==> src/hdl/lcg_random_draw_unit_core_macros.svh <==
// assertion macros for the lcg random draw unit
// used by the controller and datapath modules; no other dependencies
`ifndef LCG_RANDOM_DRAW_UNIT_CORE_MACROS_SVH
`define LCG_RANDOM_DRAW_UNIT_CORE_MACROS_SVH
`ifndef SYNTHESIS
// same-cycle implication
`define LCGRDU_ASSERT_IMP(label, clk, rst, ante, cons) \
  label: assert property (@(posedge clk) disable iff (rst) (ante) |-> (cons)) \
    else $error("lcgrdu same-cycle check failed");
// next-cycle implication
`define LCGRDU_ASSERT_NXT(label, clk, rst, ante, cons) \
  label: assert property (@(posedge clk) disable iff (rst) (ante) |=> (cons)) \
    else $error("lcgrdu next-cycle check failed");
`else
`define LCGRDU_ASSERT_IMP(label, clk, rst, ante, cons)
`define LCGRDU_ASSERT_NXT(label, clk, rst, ante, cons)
`endif
`endif

==> src/hdl/lcgrdu_pkg.sv <==
// shared constants, request codes and command types for the lcg random draw unit
// no dependencies
`timescale 1ns / 1ps

package lcgrdu_pkg;

  localparam int FRACTION_BITS_DEF = 23;

  // request kinds
  localparam logic [2:0] REQ_RAW   = 3'd0;
  localparam logic [2:0] REQ_RANGE = 3'd1;
  localparam logic [2:0] REQ_BIT   = 3'd2;
  localparam logic [2:0] REQ_FRAC  = 3'd3;
  localparam logic [2:0] REQ_LOAD  = 3'd4;

  // generator constants
  localparam logic [30:0] LCG_MOD    = 31'd2147395600;  // 46340 squared
  localparam logic [30:0] LCG_HALF   = 31'd1073697800;
  localparam logic [15:0] LCG_ROOT   = 16'd46340;
  localparam logic [24:0] LCG_MUL    = 25'd31415821;
  // 2^31 mod LCG_MOD, used to fold the high part of a product
  localparam logic [16:0] FOLD_C     = 17'd88048;
  // floor(2^32 / 46340), reciprocal for the divide by the root
  localparam logic [16:0] ROOT_RECIP = 17'd92683;

  // datapath operations
  typedef enum logic [3:0] {
    OP_NONE,
    OP_MUL,
    OP_FOLD1,
    OP_FOLD2,
    OP_FIN,
    OP_DIVA,
    OP_DIVB,
    OP_DIVC,
    OP_HMUL
  } op_t;

  // command from controller to datapath
  typedef struct packed {
    logic       start;   // input beat accepted this cycle
    op_t        op;
    logic [2:0] kind;    // request kind of the item in work
    logic       second;  // second pass of the range divide
  } cmd_t;

endpackage

==> src/hdl/lcgrdu_ctrl.sv <==
// controller state machine for the lcg random draw unit
// depends on lcgrdu_pkg and lcg_random_draw_unit_core_macros.svh
`timescale 1ns / 1ps
`include "lcg_random_draw_unit_core_macros.svh"

module lcgrdu_ctrl #(
  parameter int FRACTION_BITS = lcgrdu_pkg::FRACTION_BITS_DEF
) (
  input  logic              clk,
  input  logic              rst,
  input  logic              in_valid,
  input  logic [2:0]        req_type,
  input  logic              out_free,
  output logic              in_ready,
  output logic              done,
  output lcgrdu_pkg::cmd_t  cmd
);

  localparam int CW = (FRACTION_BITS > 1) ? $clog2(FRACTION_BITS) : 1;

  typedef enum logic [3:0] {
    S_IDLE,
    S_MUL,
    S_FOLD1,
    S_FOLD2,
    S_FIN,
    S_DIVA,
    S_DIVB,
    S_DIVC,
    S_HMUL,
    S_POST
  } state_t;

  state_t          state;
  logic [2:0]      kind;
  logic [CW-1:0]   cnt;
  logic            second;
  logic            frac_more;

  // handshake status
  assign in_ready = (state == S_IDLE);
  assign done     = (state == S_POST) && out_free;

  // another fraction bit still to draw
  assign frac_more = (state == S_FIN) && (kind == lcgrdu_pkg::REQ_FRAC) && (cnt != '0);

  // command decode
  always_comb begin
    cmd.start  = (state == S_IDLE) && in_valid;
    cmd.kind   = (state == S_IDLE) ? req_type : kind;
    cmd.second = second;
    case (state)
      S_MUL:   cmd.op = lcgrdu_pkg::OP_MUL;
      S_FOLD1: cmd.op = lcgrdu_pkg::OP_FOLD1;
      S_FOLD2: cmd.op = lcgrdu_pkg::OP_FOLD2;
      S_FIN:   cmd.op = lcgrdu_pkg::OP_FIN;
      S_DIVA:  cmd.op = lcgrdu_pkg::OP_DIVA;
      S_DIVB:  cmd.op = lcgrdu_pkg::OP_DIVB;
      S_DIVC:  cmd.op = lcgrdu_pkg::OP_DIVC;
      S_HMUL:  cmd.op = lcgrdu_pkg::OP_HMUL;
      default: cmd.op = lcgrdu_pkg::OP_NONE;
    endcase
  end

  // sequencer
  always_ff @(posedge clk) begin
    if (rst) begin
      state  <= S_IDLE;
      kind   <= lcgrdu_pkg::REQ_RAW;
      cnt    <= '0;
      second <= 1'b0;
    end else begin
      case (state)
        S_IDLE: begin
          if (in_valid) begin
            kind   <= req_type;
            second <= 1'b0;
            cnt    <= (req_type == lcgrdu_pkg::REQ_FRAC) ? CW'(FRACTION_BITS - 1) : '0;
            if (req_type inside {lcgrdu_pkg::REQ_RAW, lcgrdu_pkg::REQ_RANGE,
                                 lcgrdu_pkg::REQ_BIT, lcgrdu_pkg::REQ_FRAC}) begin
              state <= S_MUL;
            end else begin
              state <= S_POST;
            end
          end
        end
        S_MUL:   state <= S_FOLD1;
        S_FOLD1: state <= S_FOLD2;
        S_FOLD2: state <= S_FIN;
        S_FIN: begin
          if (kind == lcgrdu_pkg::REQ_RANGE) begin
            state <= S_DIVA;
          end else if (frac_more) begin
            cnt   <= cnt - CW'(1);
            state <= S_MUL;
          end else begin
            state <= S_POST;
          end
        end
        S_DIVA: state <= S_DIVB;
        S_DIVB: state <= S_DIVC;
        S_DIVC: state <= second ? S_POST : S_HMUL;
        S_HMUL: begin
          second <= 1'b1;
          state  <= S_DIVA;
        end
        S_POST: begin
          if (out_free) begin
            state <= S_IDLE;
          end
        end
        default: state <= S_IDLE;
      endcase
    end
  end

  // checks
  `LCGRDU_ASSERT_NXT(a_frac_loops, clk, rst, frac_more, state == S_MUL)
  `LCGRDU_ASSERT_NXT(a_done_idle, clk, rst, done, state == S_IDLE)
  `LCGRDU_ASSERT_NXT(a_start_busy, clk, rst, cmd.start, state != S_IDLE)
  `LCGRDU_ASSERT_IMP(a_second_range, clk, rst, second, kind == lcgrdu_pkg::REQ_RANGE)

endmodule

==> src/hdl/lcgrdu_dp.sv <==
// datapath for the lcg random draw unit: seed, modular multiply, divide by root
// depends on lcgrdu_pkg and lcg_random_draw_unit_core_macros.svh
`timescale 1ns / 1ps
`include "lcg_random_draw_unit_core_macros.svh"

module lcgrdu_dp #(
  parameter int FRACTION_BITS = lcgrdu_pkg::FRACTION_BITS_DEF
) (
  input  logic              clk,
  input  logic              rst,
  input  lcgrdu_pkg::cmd_t  cmd,
  input  logic [15:0]       range_n,
  input  logic [31:0]       seed_value,
  output logic [30:0]       draw,
  output logic [31:0]       seed
);

  logic [56:0] prod;
  logic [43:0] v1;
  logic [31:0] v2;
  logic [48:0] dprod;
  logic [16:0] qest;
  logic [32:0] qd;
  logic [15:0] qhi;
  logic [31:0] hn;
  logic [15:0] n_reg;

  logic [31:0] v2_sub;
  logic [30:0] red;
  logic [30:0] seed_adv;
  logic        draw_bit;
  logic [31:0] div_x;
  logic [32:0] rem;
  logic [16:0] q;
  logic        rem_ok;

  // final reduce of the folded product and the plus one step
  always_comb begin
    v2_sub   = v2 - {1'b0, lcgrdu_pkg::LCG_MOD};
    red      = (v2 >= {1'b0, lcgrdu_pkg::LCG_MOD}) ? v2_sub[30:0] : v2[30:0];
    seed_adv = (red == lcgrdu_pkg::LCG_MOD - 31'd1) ? '0 : red + 31'd1;
    draw_bit = (seed_adv < lcgrdu_pkg::LCG_HALF);
  end

  // divide by root: estimate correction
  always_comb begin
    div_x  = cmd.second ? hn : seed;
    rem    = {1'b0, div_x} - qd;
    q      = (rem >= 33'(lcgrdu_pkg::LCG_ROOT)) ? qest + 17'd1 : qest;
    rem_ok = (rem < (33'(lcgrdu_pkg::LCG_ROOT) << 1));
  end

  // seed register
  always_ff @(posedge clk) begin
    if (rst) begin
      seed <= '0;
    end else if (cmd.start && cmd.kind == lcgrdu_pkg::REQ_LOAD) begin
      seed <= seed_value;
    end else if (cmd.op == lcgrdu_pkg::OP_FIN) begin
      seed <= {1'b0, seed_adv};
    end
  end

  // arithmetic pipeline and draw accumulation
  always_ff @(posedge clk) begin
    if (cmd.start) begin
      draw  <= '0;
      n_reg <= range_n;
    end
    case (cmd.op)
      lcgrdu_pkg::OP_MUL:   prod <= 57'(seed) * 57'(lcgrdu_pkg::LCG_MUL);
      lcgrdu_pkg::OP_FOLD1: v1 <= 44'(prod[56:31]) * 44'(lcgrdu_pkg::FOLD_C) + 44'(prod[30:0]);
      lcgrdu_pkg::OP_FOLD2: v2 <= 32'(v1[43:31]) * 32'(lcgrdu_pkg::FOLD_C) + 32'(v1[30:0]);
      lcgrdu_pkg::OP_FIN: begin
        case (cmd.kind)
          lcgrdu_pkg::REQ_RAW: draw <= seed_adv;
          lcgrdu_pkg::REQ_BIT: draw <= {30'b0, draw_bit};
          lcgrdu_pkg::REQ_FRAC:
            draw <= (draw >> 1) | (31'(draw_bit) << (FRACTION_BITS - 1));
          default: draw <= draw;
        endcase
      end
      lcgrdu_pkg::OP_DIVA: dprod <= 49'(div_x) * 49'(lcgrdu_pkg::ROOT_RECIP);
      lcgrdu_pkg::OP_DIVB: begin
        qest <= dprod[48:32];
        qd   <= 33'(dprod[48:32]) * 33'(lcgrdu_pkg::LCG_ROOT);
      end
      lcgrdu_pkg::OP_DIVC: begin
        if (cmd.second) begin
          draw <= {14'b0, q};
        end else begin
          qhi <= q[15:0];
        end
      end
      lcgrdu_pkg::OP_HMUL: hn <= {16'b0, qhi} * {16'b0, n_reg};
      default: ;
    endcase
  end

  // checks
  `LCGRDU_ASSERT_NXT(a_seed_below_mod, clk, rst, cmd.op == lcgrdu_pkg::OP_FIN, seed < 32'(lcgrdu_pkg::LCG_MOD))
  `LCGRDU_ASSERT_IMP(a_div_one_fix, clk, rst, cmd.op == lcgrdu_pkg::OP_DIVC, rem_ok)
  `LCGRDU_ASSERT_NXT(a_range_bound, clk, rst, cmd.op == lcgrdu_pkg::OP_DIVC && cmd.second, draw <= 31'(n_reg))

endmodule

==> src/hdl/lcg_random_draw_unit_core.sv <==
// top level of the lcg random draw unit: handshake and output register
// depends on lcgrdu_pkg, lcgrdu_ctrl and lcgrdu_dp
`timescale 1ns / 1ps
//
// channel  handshake            payload
// -------  -------------------  ---------------------------------
// in       in_valid / in_ready  req_type, range_n, seed_value
// out      out_valid/out_ready  draw_value, seed_now
//
// each generator advance runs the modular multiply loop
// (multiply, two folds, final reduce); raw and bit draws run it once,
// range draws run it once and add two passes of the divide by 46340,
// fraction draws run it once per fraction bit; loads and unused kinds skip it
// reset clears the seed to zero, the controller and the output beat
// a new beat is taken while a finished result waits in the output register

module lcg_random_draw_unit_core #(
  parameter int FRACTION_BITS = lcgrdu_pkg::FRACTION_BITS_DEF
) (
  input  logic        clk,
  input  logic        rst,
  input  logic        in_valid,
  output logic        in_ready,
  input  logic [2:0]  req_type,
  input  logic [15:0] range_n,
  input  logic [31:0] seed_value,
  output logic        out_valid,
  input  logic        out_ready,
  output logic [30:0] draw_value,
  output logic [31:0] seed_now
);

  lcgrdu_pkg::cmd_t cmd;
  logic             out_free;
  logic             done;
  logic [30:0]      dp_draw;
  logic [31:0]      dp_seed;

  assign out_free = !out_valid || out_ready;

  lcgrdu_ctrl #(
    .FRACTION_BITS(FRACTION_BITS)
  ) u_ctrl (
    .clk      (clk),
    .rst      (rst),
    .in_valid (in_valid),
    .req_type (req_type),
    .out_free (out_free),
    .in_ready (in_ready),
    .done     (done),
    .cmd      (cmd)
  );

  lcgrdu_dp #(
    .FRACTION_BITS(FRACTION_BITS)
  ) u_dp (
    .clk        (clk),
    .rst        (rst),
    .cmd        (cmd),
    .range_n    (range_n),
    .seed_value (seed_value),
    .draw       (dp_draw),
    .seed       (dp_seed)
  );

  // output beat register
  always_ff @(posedge clk) begin
    if (rst) begin
      out_valid <= 1'b0;
    end else if (done) begin
      out_valid <= 1'b1;
    end else if (out_ready) begin
      out_valid <= 1'b0;
    end
  end

  // output payload
  always_ff @(posedge clk) begin
    if (done) begin
      draw_value <= dp_draw;
      seed_now   <= dp_seed;
    end
  end

endmodule

==> config.mk <==
export PLATFORM = sky130hd
export DESIGN_NAME = lcg_random_draw_unit_core
export DESIGN_NICKNAME = d
export VERILOG_FILES = /design/src/hdl/lcgrdu_pkg.sv /design/src/hdl/lcgrdu_ctrl.sv /design/src/hdl/lcgrdu_dp.sv /design/src/hdl/lcg_random_draw_unit_core.sv
export VERILOG_INCLUDE_DIRS = /design/src /design/src/hdl
export SDC_FILE = /design/constraint.sdc
export NUM_CORES = 2
export LEC_CHECK = 0
export ABC_AREA = 1
export BUFFER_PORTS_ARGS = -buffer_cell sky130_fd_sc_hd__buf_4
export CAP_MARGIN = 15
export CORE_AREA = 5 5 299 359
export CTS_CLUSTER_DIAMETER = 50
export CTS_CLUSTER_SIZE = 10
export DETAILED_ROUTE_END_ITERATION = 16
export DIE_AREA = 0 0 304 364
export PLACE_DENSITY = 0.82
export SLEW_MARGIN = 20
export SYNTH_ARGS = -nofsm -noshare
export SYNTH_HDL_FRONTEND = slang
export SYNTH_SLANG_ARGS = --single-unit
==> constraint.sdc <==
create_clock -name clk -period 11.34 [get_ports clk]
set_input_delay 2.835 -clock clk [delete_from_list [all_inputs] [get_ports clk]]
set_output_delay 2.835 -clock clk [all_outputs]
set_load 0.01 [all_outputs]
Yosys cells after proc, flatten, opt, wreduce, memory -nomap -nowiden --
Memory sizes are Yosys's and may differ from the RTL's. A register that Yosys moved wholly into a read port is not among the register bits. Cells that the tools add are included.
Word-level totals: register bits 434, memory bits (read-only) 64, bits of input ports 55, output and inout bits 65, logic and storage cells 118, memories kept 1
Memories:
- (no name shown) | depth 16, width 4, read ports 1, clocked after memory_dff 1, write ports 0, RTL line lcgrdu_ctrl.sv:52 | case (state)
Cells by class: add/sub/neg operators 7, $mul 6, magnitude comparators 3, eq/ne operators 31, multiplexer cells 29, bitwise operators 2, reduce and logical (&&, ||, !) cells 21
Operator list (number):
- 31-bit 2-to-1 mux | 4
- 32-bit 2-to-1 mux | 3
- 31-bit case mux with 3 select lines | 1
- 31-bit case mux with 2 select lines | 1
- 32-bit by 25-bit multiplier with 57-bit output (second input constant) | 1
- 32-bit by 17-bit multiplier with 49-bit output (second input constant) | 1
- 43-bit by 31-bit adder with 44-bit output | 1
- 4-bit case mux with 10 select lines | 1
- 26-bit by 13-bit multiplier with 39-bit output (second input constant) | 1
- 33-bit by 16-bit >= comparator with 1-bit output (second input constant) | 1
- 32-bit by 33-bit subtractor with 33-bit output | 1
- 30-bit by 31-bit adder with 32-bit output | 1
- 4-bit by 3-bit equality test with 1-bit output (second input constant) | 8
- 32-bit by 31-bit >= comparator with 1-bit output (second input constant) | 1
- 16-bit by 16-bit multiplier with 32-bit output | 1
- 31-bit by 1-bit adder with 31-bit output (second input constant) | 1
- 31-bit equality test (second input constant) | 1
- 31-bit by 30-bit < comparator with 1-bit output (second input constant) | 1
- 17-bit by 14-bit multiplier with 31-bit output (second input constant) | 1
- 31-bit subtractor (second input constant) | 1
- 30-bit by 23-bit bitwise OR with 30-bit output | 1
- 4-bit 2-to-1 mux | 7
- 13-bit by 13-bit multiplier with 26-bit output (second input constant) | 1
- 5-bit 2-to-1 mux | 4
- 27 further kinds | 54

Logic depth before layout (Yosys ltp) --
depth in word-level cells 8, gate-level depth with buffers 32, gate-level depth less buffers 32

Hierarchy --
Synthesis repeated with hierarchy kept, for this count alone.
Unflattened totals: cell total of the unflattened synthesis 7725, area total of the unflattened synthesis 67876.3 um^2
Modules (own cells, without submodules):
- lcgrdu_dp | times used 1, cells each 7521, area each 64987.3 um^2, sequential area each 9258.9 um^2
- lcg_random_draw_unit_core | times used 1, cells each 68, area each 1934.4 um^2, sequential area each 1911.8 um^2
- lcgrdu_ctrl | times used 1, cells each 136, area each 954.7 um^2, sequential area each 340.3 um^2

Worst setup path before layout --
Ideal clock, no wire load.
path kind flip-flop to flip-flop, from register u_dp.v1[36], to register u_dp.v2[30], data pin, setup time 265 ps, data arrival time 6361 ps, required time 11075 ps, path slack 4714 ps, cell stages (with the launch flop) 33, buffers on the path 0, period minus slack after synthesis 6626 ps, cell sequence edfxtp_1 inv_1 fa_1 fa_1 inv_1 fa_1 ha_1 inv_1 fa_1 inv_1 ha_1 nand3_1 nand3_1 a21oi_1 o21bai_1 nand3_1 nand2_1 nand2_1 nand2_1 a21oi_1 o21ai_0 a21boi_0 o21ai_0 a21boi_0 xnor2_1 ha_1 nand2_1 nor2_1 inv_1 o41ai_1 a21oi_1 o21ai_0 xor2_1
On the way: longest elaborated chain between the ends 2
Ends and longest elaborated chain:
- start: declaration | RTL line lcgrdu_dp.sv:19 | logic [43:0] v1;
- start signal: assignment | RTL line lcgrdu_dp.sv:72 | lcgrdu_pkg::OP_FOLD1: v1 <= 44'(prod[56:31]) * 44'(lcgrdu_pkg::FOLD_C) + 44'(prod[30:0]);
- 13-bit by 13-bit multiplier with 26-bit output | RTL line lcgrdu_dp.sv:73 | lcgrdu_pkg::OP_FOLD2: v2 <= 32'(v1[43:31]) * 32'(lcgrdu_pkg::FOLD_C) + 32'(v1[30:0]);
- 30-bit by 31-bit adder with 32-bit output | RTL line lcgrdu_dp.sv:73
- end signal: assignment | RTL line lcgrdu_dp.sv:73
- end: declaration | RTL line lcgrdu_dp.sv:20 | logic [31:0] v2;
No other way between the ends. A chain may end at the register's enable or synchronous reset.

Worst setup path in the final report --
Same ends and word-level chain as after synthesis.

==> impl_metrics.yaml <==
setup_path:
  max_stage_delay_ns: 0.53
  cp-end-kind: "flip-flop"
  critical-path-slowest-cell: "fa_1"
  critical_path_arrival_ns: 7.74
  start_kind: "flip-flop"
  timing_worst_setup_path_type: "flip-flop to flip-flop"
  critical-path-top-cell-by-count: "inv_1"
  crit_fanout: 5
  worstPathRequired_ns: 11.78
clocking:
  clk_pin_slew_worst_paths_ns: 0.06
  cts_resized: 0
  htree_levels: 2
  tritoncts.num_buffers: 61
  cts_setup_buffers: 0
  cts.sinks: 400
  cts_tree: "built"
  ctsLongestPathBuffers: 3
  worstSkewPairLatency_ns: 0.69
  clk_root_buffer_cell: "clkbuf_16"
  cts_hold_repair.buffers: 0
finish:
  area.sequential_sq_mm: 0.0115
  reg_top3: "u_dp.prod (57), u_dp.v1 (44)"
  nets: 9653
  drive_gt1_share_pct: 4.72
  area_growth_from_synthesis_to_layout_pct: 6.97
  multiInputGateArea_sq_mm: 0.0472
  flip_flop_count_of_the_largest_register_all_copies_and_words_added: 57
  fill_cells: 8155
  reg_with_most_ffs: "u_dp.prod"
synthesis:
  async_flop_share_pct: 0
  synthDominantCellAreaShare_pct: 29.3
  postSynth.topFlopCell: "edfxtp_1"
  avgSynthCellArea_sq_um: 8.92
  netlist-cell-type-count: 62
  synth.ff_latch_count: 400
  synth_seq_area_share_pct: 17.3
  synth_edf_count: 350
  yosys-top-cells-area: "fa_1 (29%), ha_1 (19%), edfxtp_1 (16%)"
  ys_warnings: 0
  synth.largest_area_cell: "fa_1"
  synth.net_count: 9522
  syn-cell-area_sq_mm: 0.0667
  gate_count_of_the_mapped_netlist: 7476
global_route:
  grt.overflow.total: 0
  number_of_antenna_violations_at_the_first_check_in_global_routing: 5
  grt.total_usage_pct: 35.5
  pin_count_of_the_biggest_net_entering_global_routing: 61
  number_of_global_route_vias_before_repair: 54900
  wire_length_of_the_first_global_routing_pass_mm: 305
route:
  route.detailed.wl_per_inst_um: 21.5
  drt-vias-per-instance: 5.67
  routed_wl_mm: 195
  drt-initial-drc-count: 3991
  via_count: 51300
  post-route-drc-count: 0
  dr_wl_met2_mm: 94.7
  detailedRoute.firstPassIterationCount: 8
  detail-route-antenna-nets: 0
  maxUsedRoutingLayer: "met4"
  met3WireLength_mm: 13.8
  wirelength_met1_mm: 72.7
place:
  post-place-ws_ns: 4.06
  estimated_wirelength_of_the_detail_placed_design_mm: 166
  gp_routability_congestion: 1.01
  io_buffer_count: 119
floorplanning:
  initial_core_util_pct: 64.6
  fp.dieH_um: 364
  io_pins: 120
  core_area_sq_mm: 0.103
  floorplan.die_area_sq_mm: 0.111
  die_w_um: 304
  std_cell_rows: 129
sta:
  final_setup_vio_count: 0
  final_critical_path_setup_slack_ns: 4.04
  timing_hold_violations_final: 0
  clock_skew_ns: 0.0618
  tightest_slew_ns: 1.11
  fin_crit_sh_pct: 64.4
  relative_max_transition_margin_pct: 25.5
  grt_setup_unrepaired: "false"
  post_route_minimum_period_ns: 7.30
  max_freq_ghz: 0.137
  fin_setup_tns_ns: 0
  final-max-slew-violation-count: 0
job:
  max_cap_viol_count: 0
outcome:
  run_status: "complete, no violations"
hold_path:
  timing.hold.worst.class: "flip-flop to flip-flop"
-- layout by cell type (no fill, tap or decap), types with 97 or more instances in the layout --
master / Yosys / routed
xnor2_1: 97 / 97
nor2_1: 347 / 343
nand3_1: 200 / 200
a21oi_1: 378 / 378
xor2_1: 205 / 205
fa_1: 976 / 976
ha_1: 1015 / 1015
nand2_1: 1125 / 1125
edfxtp_1: 350 / 350
inv_1: 1992 / 1992
o21ai_0: 226 / 213
buf_4: 3 / 178
-- routing by layer --
layer / vias up / global-route usage [%]
li1: 23500 / -
met1: 25100 / 43.3
met2: 2063 / 61.4
met3: 618 / 5.29
met4: 0 / 19.5
met5: - / 0
-- final timing paths --
kind,start,endpoint,slack (ns),depth (start not counted)
worst max register to register,u_dp.v1[36],u_dp.v2[30],4.04,32
worst min-delay path,u_dp.v1[1],u_dp.v2[1],0.42,0
worst max-delay path,u_dp.v1[36],u_dp.v2[30],4.04,32
worst min register to register,u_dp.v1[1],u_dp.v2[1],0.42,0
-- Yosys cell counts, types with 50 or more instances --
library cell,number
edfxtp_1,350
nand3_1,200
ha_1,1015
nand2_1,1125
xor2_1,205
dfxtp_1,50
clkbuf_1,89
inv_1,1992
nor2_1,347
xnor2_1,97
a21oi_1,378
o21ai_0,226
fa_1,976
-- final cells by class --
| type | instances | area share (%) |
|---|---|---|
| antenna | 6 | 0.0211 |
| timing repair buffer | 178 | 1.87 |
| sequential | 400 | 16.1 |
| tap | 1375 | 2.41 |
| inverter | 2006 | 10.6 |
| multi-input combinational | 4960 | 66.2 |
| clock buffer | 84 | 2.35 |
| clock inverter | 28 | 0.461 |
-- worst max-delay path, delay by kind of cell, from the launching register on --
kind            cells  cell delay (ns)
compound gates     10             2.14
xor+xnor            2             0.25
fa+ha+maj           7             3.02
buf+inv             5             0.38
flops               1             0.51
simple gates        8             0.77
-- per-stage QoR --
step / utilization [%] / hold slack (ns) / cell area [sq um] / std cells
2_1_floorplan: - / 0.400 / 66700 / 7476
3_3_place_gp: 67.2 / 0.401 / 69300 / 8919
3_5_place_dp: 67.2 / 0.407 / 69300 / 8919
4_1_cts: 69.1 / 0.421 / 71300 / 9031
5_1_grt: 69.1 / 0.431 / 71300 / 9033
6_report: 69.1 / 0.421 / 71300 / 9037
-- cells by family after synthesis --
logic type / share of synthesized area, %
buffers and inverters: 12.0
adder cells (fa/ha/maj): 48.4
AND/OR/NAND/NOR: 11.4
AO/OA/AOI/OAI: 6.97
flip-flops: 17.3
XOR/XNOR: 3.97
Power is not shown: default switching activity piles up to over one toggle a cycle in this logic, so the estimate is an artifact.
